<file path="config.mk">
export PLATFORM = sky130hd
export DESIGN_NAME = trackball_nav_click_qualifier
export DESIGN_NICKNAME = d
export VERILOG_FILES = /design/src/hw/rtl/tnc_pkg.sv /design/src/hw/rtl/tnc_nav.sv /design/src/hw/rtl/tnc_click.sv /design/src/hw/rtl/trackball_nav_click_qualifier.sv
export SDC_FILE = /design/constraint.sdc
export NUM_CORES = 1
export LEC_CHECK = 0
export BUFFER_PORTS_ARGS = -buffer_cell sky130_fd_sc_hd__buf_2
export CAP_MARGIN = 5
export CORE_ASPECT_RATIO = 0.6
export CORE_MARGIN = 1.5
export CORE_UTILIZATION = 41
export CTS_BUF_LIST = sky130_fd_sc_hd__clkbuf_16
export DETAILED_ROUTE_END_ITERATION = 10
export PLACE_DENSITY = 0.56
export SYNTH_ARGS = -nofsm -noshare
export SYNTH_HDL_FRONTEND = slang
export SYNTH_SLANG_ARGS = --single-unit
</file>
<file path="constraint.sdc">
create_clock -name clk -period 7.9 [get_ports clk]
set_input_delay 1.58 -clock clk [delete_from_list [all_inputs] [get_ports clk]]
set_output_delay 1.58 -clock clk [all_outputs]
set_load 0.1 [all_outputs]
</file>
<file path="src/hw/rtl/tnc_pkg.sv">
// types, codes and helpers shared by the trackball navigation click qualifier
// no dependencies; used by tnc_nav, tnc_click and trackball_nav_click_qualifier
`default_nettype none

package tnc_pkg;

	// key kinds on the result beat
	typedef enum logic [2:0] {
		KIND_NONE     = 3'd0,
		KIND_KEYBOARD = 3'd1,
		KIND_UP       = 3'd2,
		KIND_DOWN     = 3'd3,
		KIND_LEFT     = 3'd4,
		KIND_RIGHT    = 3'd5,
		KIND_ENTER    = 3'd6
	} tnc_kind_t;

	// configuration register indexes
	localparam logic [2:0] REG_NAV_RATE     = 3'd0;
	localparam logic [2:0] REG_NAV_THRESH   = 3'd1;
	localparam logic [2:0] REG_LONG_PRESS   = 3'd2;
	localparam logic [2:0] REG_DEBOUNCE     = 3'd3;
	localparam logic [2:0] REG_TOUCH_POLL   = 3'd4;
	localparam logic [2:0] REG_KB_ENABLE    = 3'd5;
	localparam logic [2:0] REG_TB_ENABLE    = 3'd6;
	localparam logic [2:0] REG_TOUCH_ENABLE = 3'd7;

	localparam int unsigned CFG_W = 16;

	// register reset values
	localparam logic [15:0] RST_NAV_RATE   = 16'd100;
	localparam logic [4:0]  RST_NAV_THRESH = 5'd3;
	localparam logic [15:0] RST_LONG_PRESS = 16'd800;
	localparam logic [15:0] RST_DEBOUNCE   = 16'd50;
	localparam logic [15:0] RST_TOUCH_POLL = 16'd20;

	typedef struct packed {
		logic [15:0] nav_rate_ms;
		logic [4:0]  nav_threshold;
		logic [15:0] hold_ms;
		logic [15:0] debounce_ms;
		logic [15:0] touch_gap_ms;
		logic        kb_enable;
		logic        tb_enable;
		logic        touch_enable;
	} tnc_cfg_t;

	typedef struct packed {
		logic [31:0]       now_ms;
		logic              kb_valid;
		logic [7:0]        kb_code;
		logic              tb_moved;
		logic signed [7:0] delta_x;
		logic signed [7:0] delta_y;
		logic              click_down;
		logic              touched;
	} tnc_in_t;

	typedef struct packed {
		logic [2:0] key_kind;
		logic [7:0] key_code;
		logic       long_press;
		logic       activity;
		logic       strong_activity;
	} tnc_out_t;

	// navigation unit status toward the top level and click unit
	typedef struct packed {
		logic      fire;
		tnc_kind_t kind;
	} tnc_nav_t;

	// click unit status
	typedef struct packed {
		logic press_start;
		logic long_press;
		logic enter;
	} tnc_click_t;

	// true once at least ms milliseconds passed since last, modulo 2^32
	function automatic logic interval_done(input logic [31:0] now, input logic [31:0] last,
			input logic [15:0] ms);
		logic [31:0] diff;
		diff = now - last;
		return diff >= {16'd0, ms};
	endfunction

endpackage

`default_nettype wire

</file>
<file path="src/hw/rtl/tnc_nav.sv">
// trackball accumulators with saturation, dominant-axis pick and nav rate limit
// depends on tnc_pkg
`default_nettype none

module tnc_nav #(
	parameter int ACCUM_LIMIT = 20
) (
	input  wire logic              clk,
	input  wire logic              arst_n,
	input  wire logic              step,
	input  wire logic              tb_en,
	input  wire logic              kb_hit,
	input  wire logic              enter,
	input  wire logic [31:0]       now_ms,
	input  wire logic signed [7:0] delta_x,
	input  wire logic signed [7:0] delta_y,
	input  wire logic [15:0]       nav_rate_ms,
	input  wire logic [4:0]        nav_threshold,
	output tnc_pkg::tnc_nav_t      nav
);

	localparam int ACC_W = $clog2(ACCUM_LIMIT + 1) + 1;
	localparam int SUM_W = ((ACC_W > 8) ? ACC_W : 8) + 1;
	localparam int CMP_W = (ACC_W > 5) ? ACC_W : 5;
	localparam logic signed [SUM_W-1:0] LIM_POS = SUM_W'(ACCUM_LIMIT);
	localparam logic signed [SUM_W-1:0] LIM_NEG = -LIM_POS;

	logic signed [ACC_W-1:0] accum_x_q, accum_y_q;
	logic [31:0]             last_nav_q;

	logic signed [SUM_W-1:0] sum_x, sum_y;
	logic signed [ACC_W-1:0] sat_x, sat_y;
	logic [ACC_W-1:0]        mag_x, mag_y;
	logic                    ydom, over_thr, rate_ok, fire;

	always_comb begin
		sum_x = SUM_W'(accum_x_q) + SUM_W'(delta_x);
		sum_y = SUM_W'(accum_y_q) + SUM_W'(delta_y);
		if (sum_x > LIM_POS) begin
			sat_x = ACC_W'(LIM_POS);
		end else if (sum_x < LIM_NEG) begin
			sat_x = ACC_W'(LIM_NEG);
		end else begin
			sat_x = ACC_W'(sum_x);
		end
		if (sum_y > LIM_POS) begin
			sat_y = ACC_W'(LIM_POS);
		end else if (sum_y < LIM_NEG) begin
			sat_y = ACC_W'(LIM_NEG);
		end else begin
			sat_y = ACC_W'(sum_y);
		end
		mag_x = sat_x[ACC_W-1] ? ACC_W'(-sat_x) : ACC_W'(sat_x);
		mag_y = sat_y[ACC_W-1] ? ACC_W'(-sat_y) : ACC_W'(sat_y);
		// y wins ties
		ydom     = mag_y >= mag_x;
		over_thr = ydom ? (CMP_W'(mag_y) >= CMP_W'(nav_threshold))
		                : (CMP_W'(mag_x) >= CMP_W'(nav_threshold));
		rate_ok  = tnc_pkg::interval_done(now_ms, last_nav_q, nav_rate_ms);
		fire     = tb_en && !kb_hit && rate_ok && over_thr;
	end

	always_comb begin
		nav.fire = fire;
		if (ydom) begin
			nav.kind = sat_y[ACC_W-1] ? tnc_pkg::KIND_UP : tnc_pkg::KIND_DOWN;
		end else begin
			nav.kind = sat_x[ACC_W-1] ? tnc_pkg::KIND_LEFT : tnc_pkg::KIND_RIGHT;
		end
	end

	always_ff @(posedge clk or negedge arst_n) begin
		if (!arst_n) begin
			accum_x_q  <= '0;
			accum_y_q  <= '0;
			last_nav_q <= '0;
		end else if (step && tb_en) begin
			if (enter || fire) begin
				accum_x_q <= '0;
				accum_y_q <= '0;
			end else if (!kb_hit) begin
				accum_x_q <= sat_x;
				accum_y_q <= sat_y;
			end
			if (enter || fire) begin
				last_nav_q <= now_ms;
			end
		end
	end

endmodule

`default_nettype wire

</file>
<file path="src/hw/rtl/tnc_click.sv">
// click button qualifier: press tracking, long press and debounced release
// depends on tnc_pkg
`default_nettype none

module tnc_click (
	input  wire logic        clk,
	input  wire logic        arst_n,
	input  wire logic        step,
	input  wire logic        tb_en,
	input  wire logic        click_down,
	input  wire logic        key_busy,
	input  wire logic [31:0] now_ms,
	input  wire logic [15:0] hold_ms,
	input  wire logic [15:0] debounce_ms,
	output tnc_pkg::tnc_click_t click
);

	logic        pending_q, long_fired_q;
	logic [31:0] start_q, last_down_q;
	logic        release_ok;

	always_comb begin
		release_ok = tb_en && !click_down && pending_q &&
		             tnc_pkg::interval_done(now_ms, last_down_q, debounce_ms);
		click.press_start = tb_en && click_down && !pending_q;
		click.long_press  = tb_en && click_down && pending_q && !long_fired_q &&
		                    tnc_pkg::interval_done(now_ms, start_q, hold_ms);
		click.enter       = release_ok && !long_fired_q && !key_busy;
	end

	always_ff @(posedge clk or negedge arst_n) begin
		if (!arst_n) begin
			pending_q    <= 1'b0;
			long_fired_q <= 1'b0;
			start_q      <= '0;
			last_down_q  <= '0;
		end else if (step && tb_en) begin
			if (click_down) begin
				last_down_q <= now_ms;
				if (!pending_q) begin
					pending_q    <= 1'b1;
					long_fired_q <= 1'b0;
					start_q      <= now_ms;
				end else if (click.long_press) begin
					long_fired_q <= 1'b1;
				end
			end else if (release_ok) begin
				pending_q    <= 1'b0;
				long_fired_q <= 1'b0;
			end
		end
	end

endmodule

`default_nettype wire

</file>
<file path="src/hw/rtl/trackball_nav_click_qualifier.sv">
// top level of the trackball navigation click qualifier
// depends on tnc_pkg, tnc_nav, tnc_click
//
//   channel | signals                         | beat moves when
//   --------+---------------------------------+---------------------------
//   in      | in_valid, in_stall, in_data     | in_valid && !in_stall
//   out     | out_valid, out_stall, out_data  | out_valid && !out_stall
//   cfg     | cfg_we, cfg_index, cfg_wdata    | cfg_we
//
// one poll beat per cycle sustained while out_stall is low; a beat passes from the
// input register into the result register, which drives out_data
// all state updates happen in the single cycle a beat moves from the input
// register into the result register, so the next poll sees them at once
// arst_n clears the registers to their defaults and the state to zero
// a stalled result holds the input register; in_stall rises only then
`default_nettype none

module trackball_nav_click_qualifier #(
	parameter int ACCUM_LIMIT = 20
) (
	input  wire logic                    clk,
	input  wire logic                    arst_n,
	input  wire logic                    in_valid,
	output logic                         in_stall,
	input  wire tnc_pkg::tnc_in_t        in_data,
	output logic                         out_valid,
	input  wire logic                    out_stall,
	output tnc_pkg::tnc_out_t            out_data,
	input  wire logic                    cfg_we,
	input  wire logic [2:0]              cfg_index,
	input  wire logic [tnc_pkg::CFG_W-1:0] cfg_wdata
);

	// configuration registers
	tnc_pkg::tnc_cfg_t cfg_q;

	always_ff @(posedge clk or negedge arst_n) begin
		if (!arst_n) begin
			cfg_q.nav_rate_ms   <= tnc_pkg::RST_NAV_RATE;
			cfg_q.nav_threshold <= tnc_pkg::RST_NAV_THRESH;
			cfg_q.hold_ms       <= tnc_pkg::RST_LONG_PRESS;
			cfg_q.debounce_ms   <= tnc_pkg::RST_DEBOUNCE;
			cfg_q.touch_gap_ms  <= tnc_pkg::RST_TOUCH_POLL;
			cfg_q.kb_enable     <= 1'b1;
			cfg_q.tb_enable     <= 1'b1;
			cfg_q.touch_enable  <= 1'b1;
		end else if (cfg_we) begin
			case (cfg_index)
				tnc_pkg::REG_NAV_RATE:     cfg_q.nav_rate_ms   <= cfg_wdata;
				tnc_pkg::REG_NAV_THRESH:   cfg_q.nav_threshold <= cfg_wdata[4:0];
				tnc_pkg::REG_LONG_PRESS:   cfg_q.hold_ms       <= cfg_wdata;
				tnc_pkg::REG_DEBOUNCE:     cfg_q.debounce_ms   <= cfg_wdata;
				tnc_pkg::REG_TOUCH_POLL:   cfg_q.touch_gap_ms  <= cfg_wdata;
				tnc_pkg::REG_KB_ENABLE:    cfg_q.kb_enable     <= cfg_wdata[0];
				tnc_pkg::REG_TB_ENABLE:    cfg_q.tb_enable     <= cfg_wdata[0];
				tnc_pkg::REG_TOUCH_ENABLE: cfg_q.touch_enable  <= cfg_wdata[0];
				default: begin
				end
			endcase
		end
	end

	// pipeline control: input register s1, result register s2
	tnc_pkg::tnc_in_t  item_s1;
	logic              valid_s1;
	tnc_pkg::tnc_out_t result_s2;
	logic              valid_s2;
	logic              advance, step;

	assign advance  = !valid_s2 || !out_stall;
	assign in_stall = valid_s1 && !advance;
	// a poll is processed and commits its state here
	assign step     = valid_s1 && advance;

	always_ff @(posedge clk or negedge arst_n) begin
		if (!arst_n) begin
			valid_s1 <= 1'b0;
		end else if (!in_stall) begin
			valid_s1 <= in_valid;
		end
	end

	always_ff @(posedge clk) begin
		if (!in_stall && in_valid) begin
			item_s1 <= in_data;
		end
	end

	// keyboard passes straight through
	logic kb_hit;
	assign kb_hit = cfg_q.kb_enable && item_s1.kb_valid;

	// trackball navigation
	tnc_pkg::tnc_nav_t   nav;
	tnc_pkg::tnc_click_t click;

	tnc_nav #(
		.ACCUM_LIMIT(ACCUM_LIMIT)
	) u_nav (
		.clk          (clk),
		.arst_n       (arst_n),
		.step         (step),
		.tb_en        (cfg_q.tb_enable),
		.kb_hit       (kb_hit),
		.enter        (click.enter),
		.now_ms       (item_s1.now_ms),
		.delta_x      (item_s1.delta_x),
		.delta_y      (item_s1.delta_y),
		.nav_rate_ms  (cfg_q.nav_rate_ms),
		.nav_threshold(cfg_q.nav_threshold),
		.nav          (nav)
	);

	// click qualification; enter is blocked when the same poll sends another key
	tnc_click u_click (
		.clk          (clk),
		.arst_n       (arst_n),
		.step         (step),
		.tb_en        (cfg_q.tb_enable),
		.click_down   (item_s1.click_down),
		.key_busy     (kb_hit || nav.fire),
		.now_ms       (item_s1.now_ms),
		.hold_ms      (cfg_q.hold_ms),
		.debounce_ms  (cfg_q.debounce_ms),
		.click        (click)
	);

	// touch sampling at a throttled rate
	logic [31:0] last_touch_q;
	logic        touch_sample, touch_hit;

	assign touch_sample = cfg_q.touch_enable &&
	                      tnc_pkg::interval_done(item_s1.now_ms, last_touch_q,
	                                             cfg_q.touch_gap_ms);
	assign touch_hit    = touch_sample && item_s1.touched;

	always_ff @(posedge clk or negedge arst_n) begin
		if (!arst_n) begin
			last_touch_q <= '0;
		end else if (step && touch_sample) begin
			last_touch_q <= item_s1.now_ms;
		end
	end

	// result assembly
	tnc_pkg::tnc_out_t result;
	logic              key_out, wake;

	always_comb begin
		// a long press swallows any key of the same poll
		key_out = ((kb_hit || nav.fire) && !click.long_press) || click.enter;
		wake    = kb_hit || nav.fire || click.press_start || click.long_press ||
		          click.enter || touch_hit;
		result.key_code = '0;
		if (!key_out) begin
			result.key_kind = tnc_pkg::KIND_NONE;
		end else if (click.enter) begin
			result.key_kind = tnc_pkg::KIND_ENTER;
		end else if (nav.fire) begin
			result.key_kind = nav.kind;
		end else begin
			result.key_kind = tnc_pkg::KIND_KEYBOARD;
			result.key_code = item_s1.kb_code;
		end
		result.long_press      = click.long_press;
		result.strong_activity = wake;
		// weak trackball motion counts as activity but not as wake
		result.activity        = wake || (cfg_q.tb_enable && item_s1.tb_moved);
	end

	always_ff @(posedge clk or negedge arst_n) begin
		if (!arst_n) begin
			valid_s2 <= 1'b0;
		end else if (advance) begin
			valid_s2 <= valid_s1;
		end
	end

	always_ff @(posedge clk) begin
		if (step) begin
			result_s2 <= result;
		end
	end

	assign out_valid = valid_s2;
	assign out_data  = result_s2;

	// checks
	a_stall_needs_item: assert property (@(posedge clk) disable iff (!arst_n)
		in_stall |-> valid_s1)
		else $error("input stalled with empty input register");

	a_step_gives_result: assert property (@(posedge clk) disable iff (!arst_n)
		step |=> valid_s2)
		else $error("processed poll produced no result beat");

	a_long_press_no_key: assert property (@(posedge clk) disable iff (!arst_n)
		(valid_s2 && result_s2.long_press) |-> (result_s2.key_kind == tnc_pkg::KIND_NONE))
		else $error("key reported together with long press");

	a_strong_is_active: assert property (@(posedge clk) disable iff (!arst_n)
		(valid_s2 && result_s2.strong_activity) |-> result_s2.activity)
		else $error("strong activity without activity");

	a_code_only_keyboard: assert property (@(posedge clk) disable iff (!arst_n)
		(valid_s2 && (result_s2.key_kind != tnc_pkg::KIND_KEYBOARD)) |->
		(result_s2.key_code == '0))
		else $error("key code set on a non-keyboard beat");

endmodule

`default_nettype wire
</file>
* After elaboration in Yosys (flattened, before gate mapping)
Cells that the tools add are included.
Cells by class: $add $sub $neg 8, $lt $le $gt $ge 11, equal/unequal tests 9, mux-type cells 21, bitwise gates (word level) 2, reduce and logical (&&, ||, !) cells 60
Operator list (count):
- 32-bit by 16-bit >= comparator with 1-bit output | 4
- 32-bit subtractor | 4
- 6-bit 2-to-1 mux | 10
- 2-bit AND reduction | 12
- 1-bit logical AND | 23
- 6-bit by 8-bit adder with 9-bit output | 2
- 9-bit by 6-bit > comparator with 1-bit output (second input constant) | 2
- 9-bit by 6-bit < comparator with 1-bit output (second input constant) | 2
- 3-bit == test (second input constant) | 4
- 6-bit by 5-bit >= comparator with 1-bit output | 2
- 6-bit negator | 2
- 1-bit logical NOT | 10
- 1-bit logical OR | 9
- 3-bit 2-to-1 mux | 3
- 1-bit 2-to-1 mux | 8
- 3-bit by 2-bit == test with 1-bit output (second input constant) | 2
- 6-bit >= comparator | 1
- 3-bit AND reduction | 2
- 3-bit by 1-bit == test with 1-bit output (second input constant) | 1
- 3-bit logical NOT | 1
- 3-bit inequality test (second input constant) | 1
- 3-bit OR reduction | 1
- 2-bit by 1-bit inequality test with 1-bit output (second input constant) | 1
- 1-bit inverter | 2
- other kinds (2) | 2
Storage, ports and cells: flip-flop bits (word level) 290, bits of input ports 84

* Depth between registers and ports, before layout
Gate-level depths: netlist (run 1).
depth after elaboration 15, gate-level depth with buffers 25, mapped depth without buffers 24

* Hierarchy
From an unflattened synthesis (run 1), not the netlist that was laid out.
Unflattened totals: cell total of the unflattened synthesis 2669, area total of the unflattened synthesis 23690.2 µm²
By module, submodules not included:
- trackball_nav_click_qualifier | instances 1, cells an instance 917, area each 9820.7 µm², sequential area each 4894.7 µm²
- tnc_click | instances 1, cells an instance 912, area each 7448.4 µm², sequential area each 1651.6 µm²
- tnc_nav | instances 1, cells an instance 840, area each 6421.2 µm², sequential area each 1101.1 µm²

* Least setup slack after synthesis (run 1)
Ideal clock, no wire load.
kind register to register, start reg item_s1[11] in the netlist's numbering, end reg u_nav.last_nav_q[1], setup time 128 ps, arrival time 5288 ps, data required time 7772 ps, slack 2485 ps, cell stages (with the launch flop) 25, path buffers 1, clock period less this slack 5415 ps, cell sequence edfxtp_1 ha_1 a21o_1 a21oi_1 o21bai_1 a2111oi_0 or3_1 xnor2_1 nor4_1 nand2b_1 nand2_1 ha_1 xor2_1 a22oi_1 inv_1 ha_1 a21o_1 a21o_1 a21o_1 a21oi_1 mux2i_1 o31ai_1 a21oi_2 buf_2 mux2_1
Between the ends: longest elaborated chain between the ends 14
Ends and longest elaborated chain:
- from (decl) | RTL line trackball_nav_click_qualifier.sv:64 | tnc_pkg::tnc_in_t item_s1;
- from (signal assigned) | RTL line trackball_nav_click_qualifier.sv:85 | item_s1 <= in_data;
- 6-bit by 8-bit adder with 9-bit output (*) | RTL line tnc_nav.sv:37 | sum_x = SUM_W'(accum_x_q) + SUM_W'(delta_x);
- 9-bit by 6-bit < comparator with 1-bit output | RTL line tnc_nav.sv:41 | end else if (sum_x < LIM_NEG) begin
- 6-bit 2-to-1 mux | RTL line tnc_nav.sv:41
- 6-bit 2-to-1 mux (*) | RTL line tnc_nav.sv:39 | if (sum_x > LIM_POS) begin
- 6-bit negator | RTL line tnc_nav.sv:53 | mag_x = sat_x[ACC_W-1] ? ACC_W'(-sat_x) : ACC_W'(sat_x);
- 6-bit 2-to-1 mux (*) | RTL line tnc_nav.sv:53
- 6-bit by 5-bit >= comparator with 1-bit output or 6-bit >= comparator (tied branches) | RTL line tnc_nav.sv:58, tnc_nav.sv:56
- 1-bit 2-to-1 mux (*) | RTL line tnc_nav.sv:57 | over_thr = ydom ? (CMP_W'(mag_y) >= CMP_W'(nav_threshold))
- 1-bit logical AND (*) | RTL line tnc_nav.sv:60 | fire = tb_en && !kb_hit && rate_ok && over_thr;
- 1-bit logical OR | RTL line trackball_nav_click_qualifier.sv:121 | .key_busy (kb_hit || nav.fire),
- 1-bit logical NOT | RTL line tnc_click.sv:28 | click.enter = release_ok && !long_fired_q && !key_busy;
- 1-bit logical AND | RTL line tnc_click.sv:28
- 1-bit logical OR (*) | RTL line tnc_nav.sv:85 | if (enter || fire) begin
- 2-bit AND reduction (no line) (*)
- to (signal assigned) | RTL line tnc_nav.sv:86 | last_nav_q <= now_ms;
- to (decl) | RTL line tnc_nav.sv:29 | logic [31:0] last_nav_q;
Mark *: on every way between the ends. The rest lies on a longest branch, timed or not. A chain may end at the register's enable or synchronous reset.

* Final worst setup path (run 1)
start reg item_s1[10] in the netlist's numbering, end reg u_nav.last_nav_q[6]
The elaborated chain is that of the path after synthesis.

==> impl_metrics.csv, run 1 <==
group,metric,value,unit
outcome,outcome,"completed",
pwr,total_leakage_power,10.2,nW
sta,setup_viol,0,
final_layout,area_delta_synth_final,10.7,%
global_routing,track_usage,22.5,%
worst_setup_path,r2r-start,"item_s1[10]$_DFFE_PP_",
min_path,hold_path.class,"reg2reg",
routing,avgRoutedWirePerCell,19.2,µm
yosys,synth_edf_count,74,
yosys,synth_seq_cells,290,
floorplanning,core.rowCount,63,
final_layout,stdcell_count,3031,
final_layout,n_antenna_cell,0,
global_routing,grt.overflow.total,0,
clock_network,cts_buffer_depth,3,
worst_setup_path,critPathLaunchType,"flop",
floorplanning,ios,100,
clock_network,post_cts_buffers,0,
global_routing,grt_start_max_net_pins,141,
routing,vias,16939,
min_path,holdPathStages,1,
worst_setup_path,arrival,7.25,ns
global_routing,grt_pass1_vias,15967,
final_layout,finalCoreUtilization,46.2,%
routing,wirelength,58.3,mm
routing,post-route-drc-count,0,
global_routing,antenna_found_initial,2,
clock_network,cts_resized,0,
sta,fmax,148,MHz
routing,drtPass1Iterations,7,
clock_network,cts_tree,"yes",
yosys,yosysSeqAreaShare,36.9,%
place,post-place-cells,2973,
worst_setup_path,end_kind,"flop",
min_path,hold_end,"u_nav.last_nav_q[22]$_DFFE_PN0P_",
sta,drv_slew,0,
floorplanning,dieWidth,293,µm
worst_setup_path,crit_path_max_fanout,23,
worst_setup_path,crit_required,8.38,ns
yosys,syn_inst,2281,
pwr,p_per_area,410,mW/mm²
sta,holdWs,0.485,ns
clock_network,root_buffer,"clkbuf_16",
final_layout,final_layout_size_suffix_gt1_share,10.0,%
clock_network,htree_levels,1,
clock_network,cts_made_buffers,31,
routing,drt-vias-per-instance,5.59,
sta,rsz0062_at_grt,"no",
yosys,synth_area,0.0207,mm²
final_layout,final_nets,2668,
global_routing,grt_pass1_wl,91.1,mm
place,gp_congestion,0.896,
yosys,syn_area_per_cell,9.09,µm²
flow_run,cap_viol_max_count,0,
sta,post-route-min-period,6.77,ns
sta,period_share,85.7,%
pwr,p_total,0.00941,W
clock_network,clock-sinks,290,
sta,relSlewSlack,35.4,%
worst_setup_path,reg2reg_depth,25,
clock_network,clk_pin_slew,0.06,ns
clock_network,clk_latency,0.61,ns
final_layout,final_common_cell,"nand2_1",
yosys,ys_types,84,
routing,ant_nets,0,
worst_setup_path,r2r-end,"u_nav.last_nav_q[6]$_DFFE_PN0P_",
sta,fin_setup_tns,0,ns
final_layout,final_cell_mix,"nand2_1 (257), inv_1 (245), ha_1 (222)",
clock_network,cts_hold_buf,0,
pwr,ir_drop,0.000191,V
yosys,yosysWarnings,0,
sta,tightest_slew,0.969,ns
place,numPortBuffers,99,
floorplanning,initial_core_util,41.8,%
floorplanning,core,0.0497,mm²
sta,finalClockSkew,0.0156,ns
sta,hold_violations,0,
min_path,min_from,"u_nav.last_nav_q[22]$_DFFE_PN0P_",
yosys,async_flop_share,74.5,%
floorplanning,die_area,0.0520,mm²
yosys,ys.flop_type,"dfrtp_1",
yosys,syn_nets,2593,
worst_setup_path,path_class,"reg2reg",
routing,first_iter_violations,1441,
worst_setup_path,r2r_setup_slack,1.13,ns
place,hpwl,45.7,mm
floorplanning,die_h,177,µm
==> critical path, cell delays in order, from the launching register on <==
cell      delay (ns)
edfxtp_1        0.38
ha_1            0.24
fa_1            0.42
a21o_1          0.20
a21oi_1         0.22
o21bai_1        0.10
a21oi_1         0.24
nor2b_1         0.08
o22ai_1         0.50
nand4_1         0.19
nand2b_1        0.16
nand2_1         0.13
ha_1            0.23
xor2_1          0.16
a22oi_1         0.21
inv_1           0.08
ha_1            0.29
a21o_1          0.15
a21o_1          0.18
a21o_1          0.17
a21oi_1         0.42
mux2i_1         0.34
o31ai_1         0.18
a21oi_4         0.70
buf_4           0.32
mux2_1          0.35
==> Yosys cell counts, drive strengths merged, types with 52 or more instances <==
| cell type | count | area share [%] |
|---|---|---|
| ha | 222 | 13 |
| a21o | 52 | 1.9 |
| clkbuf | 53 | 0.97 |
| nand2 | 257 | 4.7 |
| mux2 | 92 | 5.0 |
| edfxtp | 74 | 11 |
| xnor2 | 59 | 2.5 |
| nor2 | 91 | 1.6 |
| a21oi | 166 | 4.0 |
| o21ai | 229 | 5.5 |
| dfrtp | 200 | 24 |
| inv | 234 | 4.2 |
==> kinds of logic (layout without fill, tap and decap cells) <==
family | after synthesis | count (layout) | share of synthesized area, %
compound gates | 665 | 665 | 20.0
simple gates | 583 | 583 | 13.4
buf+inv | 306 | 406 | 5.78
flops | 290 | 290 | 36.9
fa+ha+maj | 228 | 228 | 14.0
xor+xnor | 105 | 105 | 4.43
mux | 102 | 102 | 5.48
other cells | 2 | 2 | 0.0362
==> worst max path at each step <==
stage                                startpoint                              end  cells past startpoint
after floorplan           item_s1[11]$_DFFE_PP_  u_nav.last_nav_q[1]$_DFFE_PN0P_                     24
after global placement    item_s1[11]$_DFFE_PP_  u_nav.last_nav_q[3]$_DFFE_PN0P_                     24
after detailed placement  item_s1[11]$_DFFE_PP_  u_nav.last_nav_q[6]$_DFFE_PN0P_                     24
after CTS                 item_s1[10]$_DFFE_PP_  u_nav.last_nav_q[6]$_DFFE_PN0P_                     25
after global routing      item_s1[10]$_DFFE_PP_  u_nav.last_nav_q[4]$_DFFE_PN0P_                     25
final                     item_s1[10]$_DFFE_PP_  u_nav.last_nav_q[6]$_DFFE_PN0P_                     25
==> routing by layer <==
metal | global-route usage (%) | vias up | part of all wire, %
met4 | 3.80 | 0 | 1.6
met1 | 36.9 | 8136 | 54
met2 | 31.2 | 432 | 39
met5 | 0 | - | 0
li1 | - | 8308 | -
met3 | 2.41 | 63 | 5.1
==> power breakdown <==
part           switching [W]  internal, W  total, W
clock network       0.000652     0.000877   0.00153
registers           0.000219      0.00201   0.00223
logic                0.00338      0.00228   0.00566
total                0.00425      0.00516   0.00941
==> area by class of cell <==
cell class	count	area, µm²
multi-input cells	1685	11900
inverters	234	878
repair buffers	114	631
clock inverters	24	213
fillers	4768	26700
flip-flops and latches	290	7650
well taps	650	813
clock buffers	34	851
==> through the flow <==
step / area, µm² / setup slack [ns]
after floorplan: 20700 / 2.48
after global placement: 21900 / 1.32
after detailed placement: 21900 / 1.20
after CTS: 23000 / 1.13
after global routing: 23000 / 0.593
final: 23000 / 1.13
==> sequential cells by signal, indices dropped and copies added (netlist names), 6 cells and up <==
| name | cells |
|---|---|
| cfg_q | 72 |
| item_s1 | 60 |
| last_touch_q | 32 |
| u_click.last_down_q | 32 |
| u_click.start_q | 32 |
| u_nav.last_nav_q | 32 |
| out_data | 14 |
| u_nav.accum_x_q | 6 |
| u_nav.accum_y_q | 6 |
Note: power is estimated with default switching activity, not from simulation.
==> run 2, diff against run 1 <==
PLACE_DENSITY = 0.58   (was 0.56)
clock period = 6 ns   (was 7.9 ns; I/O delays follow)
==> run 2 against run 1 <==
Against the previous run: worst setup slack lost 0.88 ns; hold slack worse by 0.0050 ns; sequential cell count unchanged; design area is 1.2% higher; final cell count is 0.89% higher; clock skew grew 0.018 ns; critical path type unchanged; largest cell class unchanged.
==> impl_metrics.csv, run 2 (synthesis results as in run 1) <==
group,metric,value,unit
sta,finalClockSkew,0.0341,ns
floorplanning,core.rowCount,63,
sta,tightest_slew,0.939,ns
place,numPortBuffers,99,
sta,drv_slew,0,
sta,fmax,174,MHz
worst_setup_path,cpPeakStageDelay,0.56,ns
global_routing,grt.overflow.total,0,
min_path,hold_path.class,"reg2reg",
worst_setup_path,r2r-start,"item_s1[11]$_DFFE_PP_",
flow_run,cap_viol_max_count,0,
sta,post-route-min-period,5.76,ns
clock_network,cts_tree,"yes",
worst_setup_path,cp.depth,23,
clock_network,cts_made_buffers,34,
place,hpwl,45.2,mm
outcome,outcome,"completed",
floorplanning,dieWidth,293,µm
worst_setup_path,path_cells,"ha_1 -> a21o_1 -> a21oi_1 -> o21bai_1 -> a2111oi_2 -> or3_1 -> xnor2_2 -> nor4_4 -> nand2b_4 -> nand2_1 -> ha_1 -> xor2_1 -> a22oi_2 -> inv_1 -> ha_1 -> a21o_1 -> a21o_1 -> a21o_1 -> a21oi_2 -> mux2i_1 -> o211ai_1 -> o2111ai_2 -> or4b_1",
sta,fin_ws,0.242,ns
worst_setup_path,cp_common_cell,"a21o_1",
floorplanning,die_area,0.0520,mm²
routing,first_iter_violations,1556,
worst_setup_path,critPathBufInv,1,
worst_setup_path,cp_top_family,"compound AO/OA/AOI/OAI gates",
clock_network,cts_buffer_depth,3,
place,gp_congestion,0.894,
worst_setup_path,reg2reg_depth,23,
clock_network,clk_latency,0.53,ns
place,preCtsSetupSlack,0.0160,ns
worst_setup_path,r2r_setup_slack,0.24,ns
global_routing,grt_pass1_vias,15949,
sta,hold_violations,0,
final_layout,reg.largest.list,"cfg_q (72), item_s1 (60)",
sta,relSlewSlack,37.3,%
worst_setup_path,critPathLaunchType,"flop",
final_layout,seq_area,0.00765,mm²
final_layout,area_delta_synth_final,12.1,%
final_layout,final_cell_mix,"nand2_1 (257), inv_1 (241), ha_1 (222)",
pwr,ir_drop,0.000359,V
final_layout,regMostFlops,"cfg_q",
final_layout,final_common_cell,"nand2_1",
floorplanning,die_h,177,µm
pwr,p_per_area,541,mW/mm²
worst_setup_path,end_kind,"flop",
sta,setup_viol,0,
worst_setup_path,crit_path_start,"item_s1[11]$_DFFE_PP_",
pwr,total_leakage_power,10.3,nW
worst_setup_path,arrival,6.02,ns
final_layout,fillCellCount,4741,
clock_network,clk_pin_slew,0.06,ns
routing,post-route-drc-count,0,
routing,ant_nets,0,
worst_setup_path,crit_required,6.26,ns
worst_setup_path,critPathSlowestCell,"or4b_1",
clock_network,htree_levels,2,
global_routing,grt_pass1_wl,90.4,mm
worst_setup_path,crit_path_max_fanout,5,
clock_network,clock-sinks,290,
routing,drt-vias-per-instance,5.66,
routing,avgRoutedWirePerCell,19.1,µm
final_layout,largest_reg_flops,72,
routing,vias,17300,
clock_network,root_buffer,"clkbuf_16",
global_routing,antenna_found_initial,4,
sta,period_share,96.0,%
global_routing,track_usage,22.3,%
worst_setup_path,r2r-end,"out_data[1]$_DFFE_PP_",
worst_setup_path,cp-endpoint,"out_data[1]$_DFFE_PP_",
floorplanning,ios,100,
routing,wirelength,58.4,mm
final_layout,final_nets,2695,
worst_setup_path,path_class,"reg2reg",
floorplanning,core,0.0497,mm²
routing,drtPass1Iterations,6,
final_layout,final_layout_size_suffix_gt1_share,11.7,%
final_layout,multiInputGateArea,0.0120,mm²
global_routing,grt_start_max_net_pins,148,
sta,holdWs,0.480,ns
floorplanning,initial_core_util,41.8,%
run 2: changes by cell type in the layout (fill, tap and decap cells not counted), sizes merged:
cell,before,now
buf,114,138
clkinv,4,13
inv,250,243
bufinv,3,2
clkinvlp,1,2
diode,0,1
run 2: area by class of cell:
cell class	count	area share (%)
antenna	1	0.0108
clock buffer	34	3.66
clock inverter	26	0.808
inverter	234	3.78
multi-input combinational	1685	51.8
sequential	290	32.9
tap	650	3.50
timing repair buffer	138	3.54
run 2: power breakdown:
part           internal (W)  total, W  switching [W]
logic               0.00313   0.00767        0.00454
clock network       0.00112   0.00199       0.000865
registers           0.00265   0.00292       0.000277
total               0.00689    0.0126        0.00568
run 2: worst min path at each step:
stage | cells after the start | to | from
global placement | 1 | out_valid$_DFFE_PN0N_ | valid_s1$_DFFE_PN0N_
CTS | 1 | out_valid$_DFFE_PN0N_ | valid_s1$_DFFE_PN0N_
finish | 1 | out_valid$_DFFE_PN0N_ | valid_s1$_DFFE_PN0N_
floorplan | 1 | out_valid$_DFFE_PN0N_ | valid_s1$_DFFE_PN0N_
global route | 1 | u_nav.last_nav_q[8]$_DFFE_PN0P_ | u_nav.last_nav_q[8]$_DFFE_PN0P_
detailed placement | 1 | out_valid$_DFFE_PN0N_ | valid_s1$_DFFE_PN0N_
run 2: repair_timing:
| action | 4_1_cts | 5_1_grt |
|---|---|---|
| resized for setup | 1 | 24 |
| pin swaps | 0 | 7 |
| setup buffers | 0 | 6 |
| hold buffers | 0 | 0 |
| setup endpoints to repair | 1 | 50 |
run 2: metal layers:
| metal | up-vias | GRT usage (%) | wire length (µm) |
|---|---|---|---|
| met3 | 70 | 3.68 | 3820 |
| met4 | 0 | 4.08 | 885 |
| met1 | 8333 | 36.3 | 31200 |
| met2 | 533 | 30.4 | 22500 |
| li1 | 8364 | - | - |
| met5 | - | 0 | 0 |
run 2: per-stage QoR:
stage | TNS, ns | utilization [%] | instances | power (W) | instance area (µm²)
after floorplan | 0 | - | 2281 | 0.00856 | 20700
after global placement | 0 | 44.4 | 2991 | 0.0102 | 22000
after detailed placement | 0 | 44.4 | 2991 | 0.0104 | 22000
after CTS | 0 | 46.5 | 3051 | 0.0124 | 23100
after global routing | -0.0614 | 46.8 | 3057 | 0.0137 | 23200
final | 0 | 46.8 | 3058 | 0.0126 | 23200
==> run 3, diff against run 2 <==
CORE_UTILIZATION = 40   (was 41)
PLACE_DENSITY = 0.55   (was 0.58)
clock period = 7.4 ns   (was 6 ns; I/O delays follow)
==> run 3 against run 2 <==
Against the previous run: highest routed layer unchanged; critical path type unchanged; hold slack better by 0.0030 ns; sequential power down 19%; power down 20%; critical path depth up 2.
==> impl_metrics.csv, run 3 (synthesis results as in run 1) <==
group,metric,value,unit
outcome,outcome,"completed",
sta,fin_setup_tns,0,ns
floorplanning,initial_core_util,40.6,%
pwr,p_per_area,437,mW/mm²
clock_network,root_buffer,"clkbuf_16",
floorplanning,dieWidth,297,µm
min_path,hold_path.class,"reg2reg",
final_layout,design_area,0.0230,mm²
global_routing,grt.overflow.total,0,
routing,ant_nets,0,
pwr,total_leakage_power,10.1,nW
clock_network,cts_buffer_depth,3,
sta,fin_ws,1.09,ns
sta,hold_violations,0,
sta,tightest_slew,1.06,ns
clock_network,clk_latency,0.61,ns
sta,finalClockSkew,0.0235,ns
sta,relSlewSlack,29.6,%
sta,drv_slew,0,
routing,post-route-drc-count,0,
routing,vias,16893,
routing,drt-vias-per-instance,5.50,
clock_network,cts_resized,0,
worst_setup_path,crit_path_max_fanout,32,
flow_run,cap_viol_max_count,0,
final_layout,area_delta_synth_final,10.7,%
final_layout,final_nets,2665,
floorplanning,core.rowCount,64,
final_layout,final_cell_mix,"nand2_1 (257), inv_1 (240), ha_1 (222)",
place,preCtsSetupSlack,1.14,ns
global_routing,grt_pass1_wl,91.1,mm
clock_network,htree_levels,1,
sta,period_share,85.2,%
floorplanning,die_area,0.0533,mm²
worst_setup_path,critPathLaunchType,"flop",
routing,avgRoutedWirePerCell,19.2,µm
global_routing,grt_start_max_net_pins,148,
clock_network,clk_pin_slew,0.07,ns
floorplanning,die_h,179,µm
final_layout,final_layout_size_suffix_gt1_share,9.97,%
routing,drtPass1Iterations,7,
pwr,ir_drop,0.000210,V
place,postPlaceCellArea,0.0219,mm²
sta,fmax,159,MHz
min_path,holdPathStages,1,
worst_setup_path,reg2reg_depth,25,
floorplanning,core,0.0511,mm²
global_routing,grt_pass1_vias,15994,
place,numPortBuffers,99,
worst_setup_path,path_class,"reg2reg",
final_layout,fillCellCount,5059,
final_layout,reg.largest.list,"cfg_q (72), item_s1 (60)",
sta,setup_viol,0,
routing,first_iter_violations,1398,
sta,rsz0062_at_grt,"no",
final_layout,final_common_cell,"nand2_1",
clock_network,clock-sinks,290,
routing,wirelength,58.9,mm
worst_setup_path,end_kind,"flop",
worst_setup_path,arrival,6.79,ns
pwr,p_total,0.0100,W
final_layout,regMostFlops,"cfg_q",
final_layout,largest_reg_flops,72,
place,gp_congestion,0.899,
worst_setup_path,crit_required,7.88,ns
clock_network,post_cts_buffers,0,
sta,post-route-min-period,6.31,ns
floorplanning,ios,100,
global_routing,track_usage,21.9,%
clock_network,cts_made_buffers,31,
clock_network,cts_tree,"yes",
global_routing,antenna_found_initial,1,
place,hpwl,45.6,mm
clock_network,cts_hold_buf,0,
-- run 3: cell types whose count changed in the layout (fill, tap and decap cells not counted), sizes merged --
cell	before	now
buf	138	111
clkinv	13	10
clkinvlp	2	1
inv	243	245
-- run 3: per-stage QoR --
step / util, % / hold slack (ns) / std cells
2_1_floorplan: - / 0.449 / 2281
3_3_place_gp: 42.9 / 0.463 / 3013
3_5_place_dp: 42.9 / 0.475 / 3013
4_1_cts: 44.9 / 0.489 / 3071
5_1_grt: 44.9 / 0.498 / 3071
6_report: 44.9 / 0.483 / 3072
-- run 3: area by class of cell --
class / count / area, µm² / area share (%)
Antenna cell: 1 / 2.50 / 0.0109
Clock buffer: 34 / 851 / 3.71
Clock inverter: 24 / 179 / 0.780
Inverter: 234 / 878 / 3.83
Multi-Input combinational cell: 1685 / 11900 / 51.9
Sequential cell: 290 / 7650 / 33.3
Tap cell: 693 / 867 / 3.78
Timing Repair Buffer: 111 / 608 / 2.65
-- run 3: routing by layer --
layer / GRT usage (%) / up-vias / wire length (µm)
li1: - / 8310 / -
met1: 34.7 / 8092 / 31800
met2: 30.9 / 406 / 22800
met3: 2.80 / 85 / 2890
met4: 5.27 / 0 / 1390
met5: 0 / - / 0
-- run 3: power breakdown --
part / leakage, nW / internal, W / switching (W)
Sequential: 3.31 / 0.00214 / 0.000227
Clock: 0.534 / 0.000898 / 0.000697
Combinational: 6.30 / 0.00244 / 0.00362
Total: 10.1 / 0.00548 / 0.00454
-- run 3: path summary, 6_finish.rpt --
path | from | slack, ns | to
min reg2reg | u_nav.last_nav_q[28]$_DFFE_PN0P_ | 0.48 | u_nav.last_nav_q[28]$_DFFE_PN0P_
max in group asynchronous | arst_n | 5.27 | last_touch_q[22]$_DFFE_PN0P_
max reg2reg | item_s1[2]$_DFFE_PP_ | 1.09 | u_nav.last_nav_q[0]$_DFFE_PN0P_
min in group asynchronous | arst_n | 0.83 | u_nav.last_nav_q[5]$_DFFE_PN0P_
max | item_s1[2]$_DFFE_PP_ | 1.09 | u_nav.last_nav_q[0]$_DFFE_PN0P_
min | u_nav.last_nav_q[28]$_DFFE_PN0P_ | 0.48 | u_nav.last_nav_q[28]$_DFFE_PN0P_
-- run 3: worst max-delay path, stage by stage, from the launching register on --
cell and delay [ns]:
edfxtp_1 0.37, ha_1 0.25, fa_1 0.42, a21o_1 0.18, a21oi_1 0.21, o21bai_1 0.09, a21oi_1 0.22, nor2b_1 0.08
o22ai_1 0.52, nor4_1 0.15, a21o_1 0.22, nand2_1 0.14, ha_1 0.25, nand2_1 0.05, o21ai_0 0.15, ha_1 0.32
a21o_1 0.16, a21o_1 0.17, a21o_1 0.17, a21o_1 0.16, a21oi_1 0.37, mux2i_1 0.31, o31ai_1 0.18, a21oi_4 0.17
buf_4 0.45, mux2_2 0.39
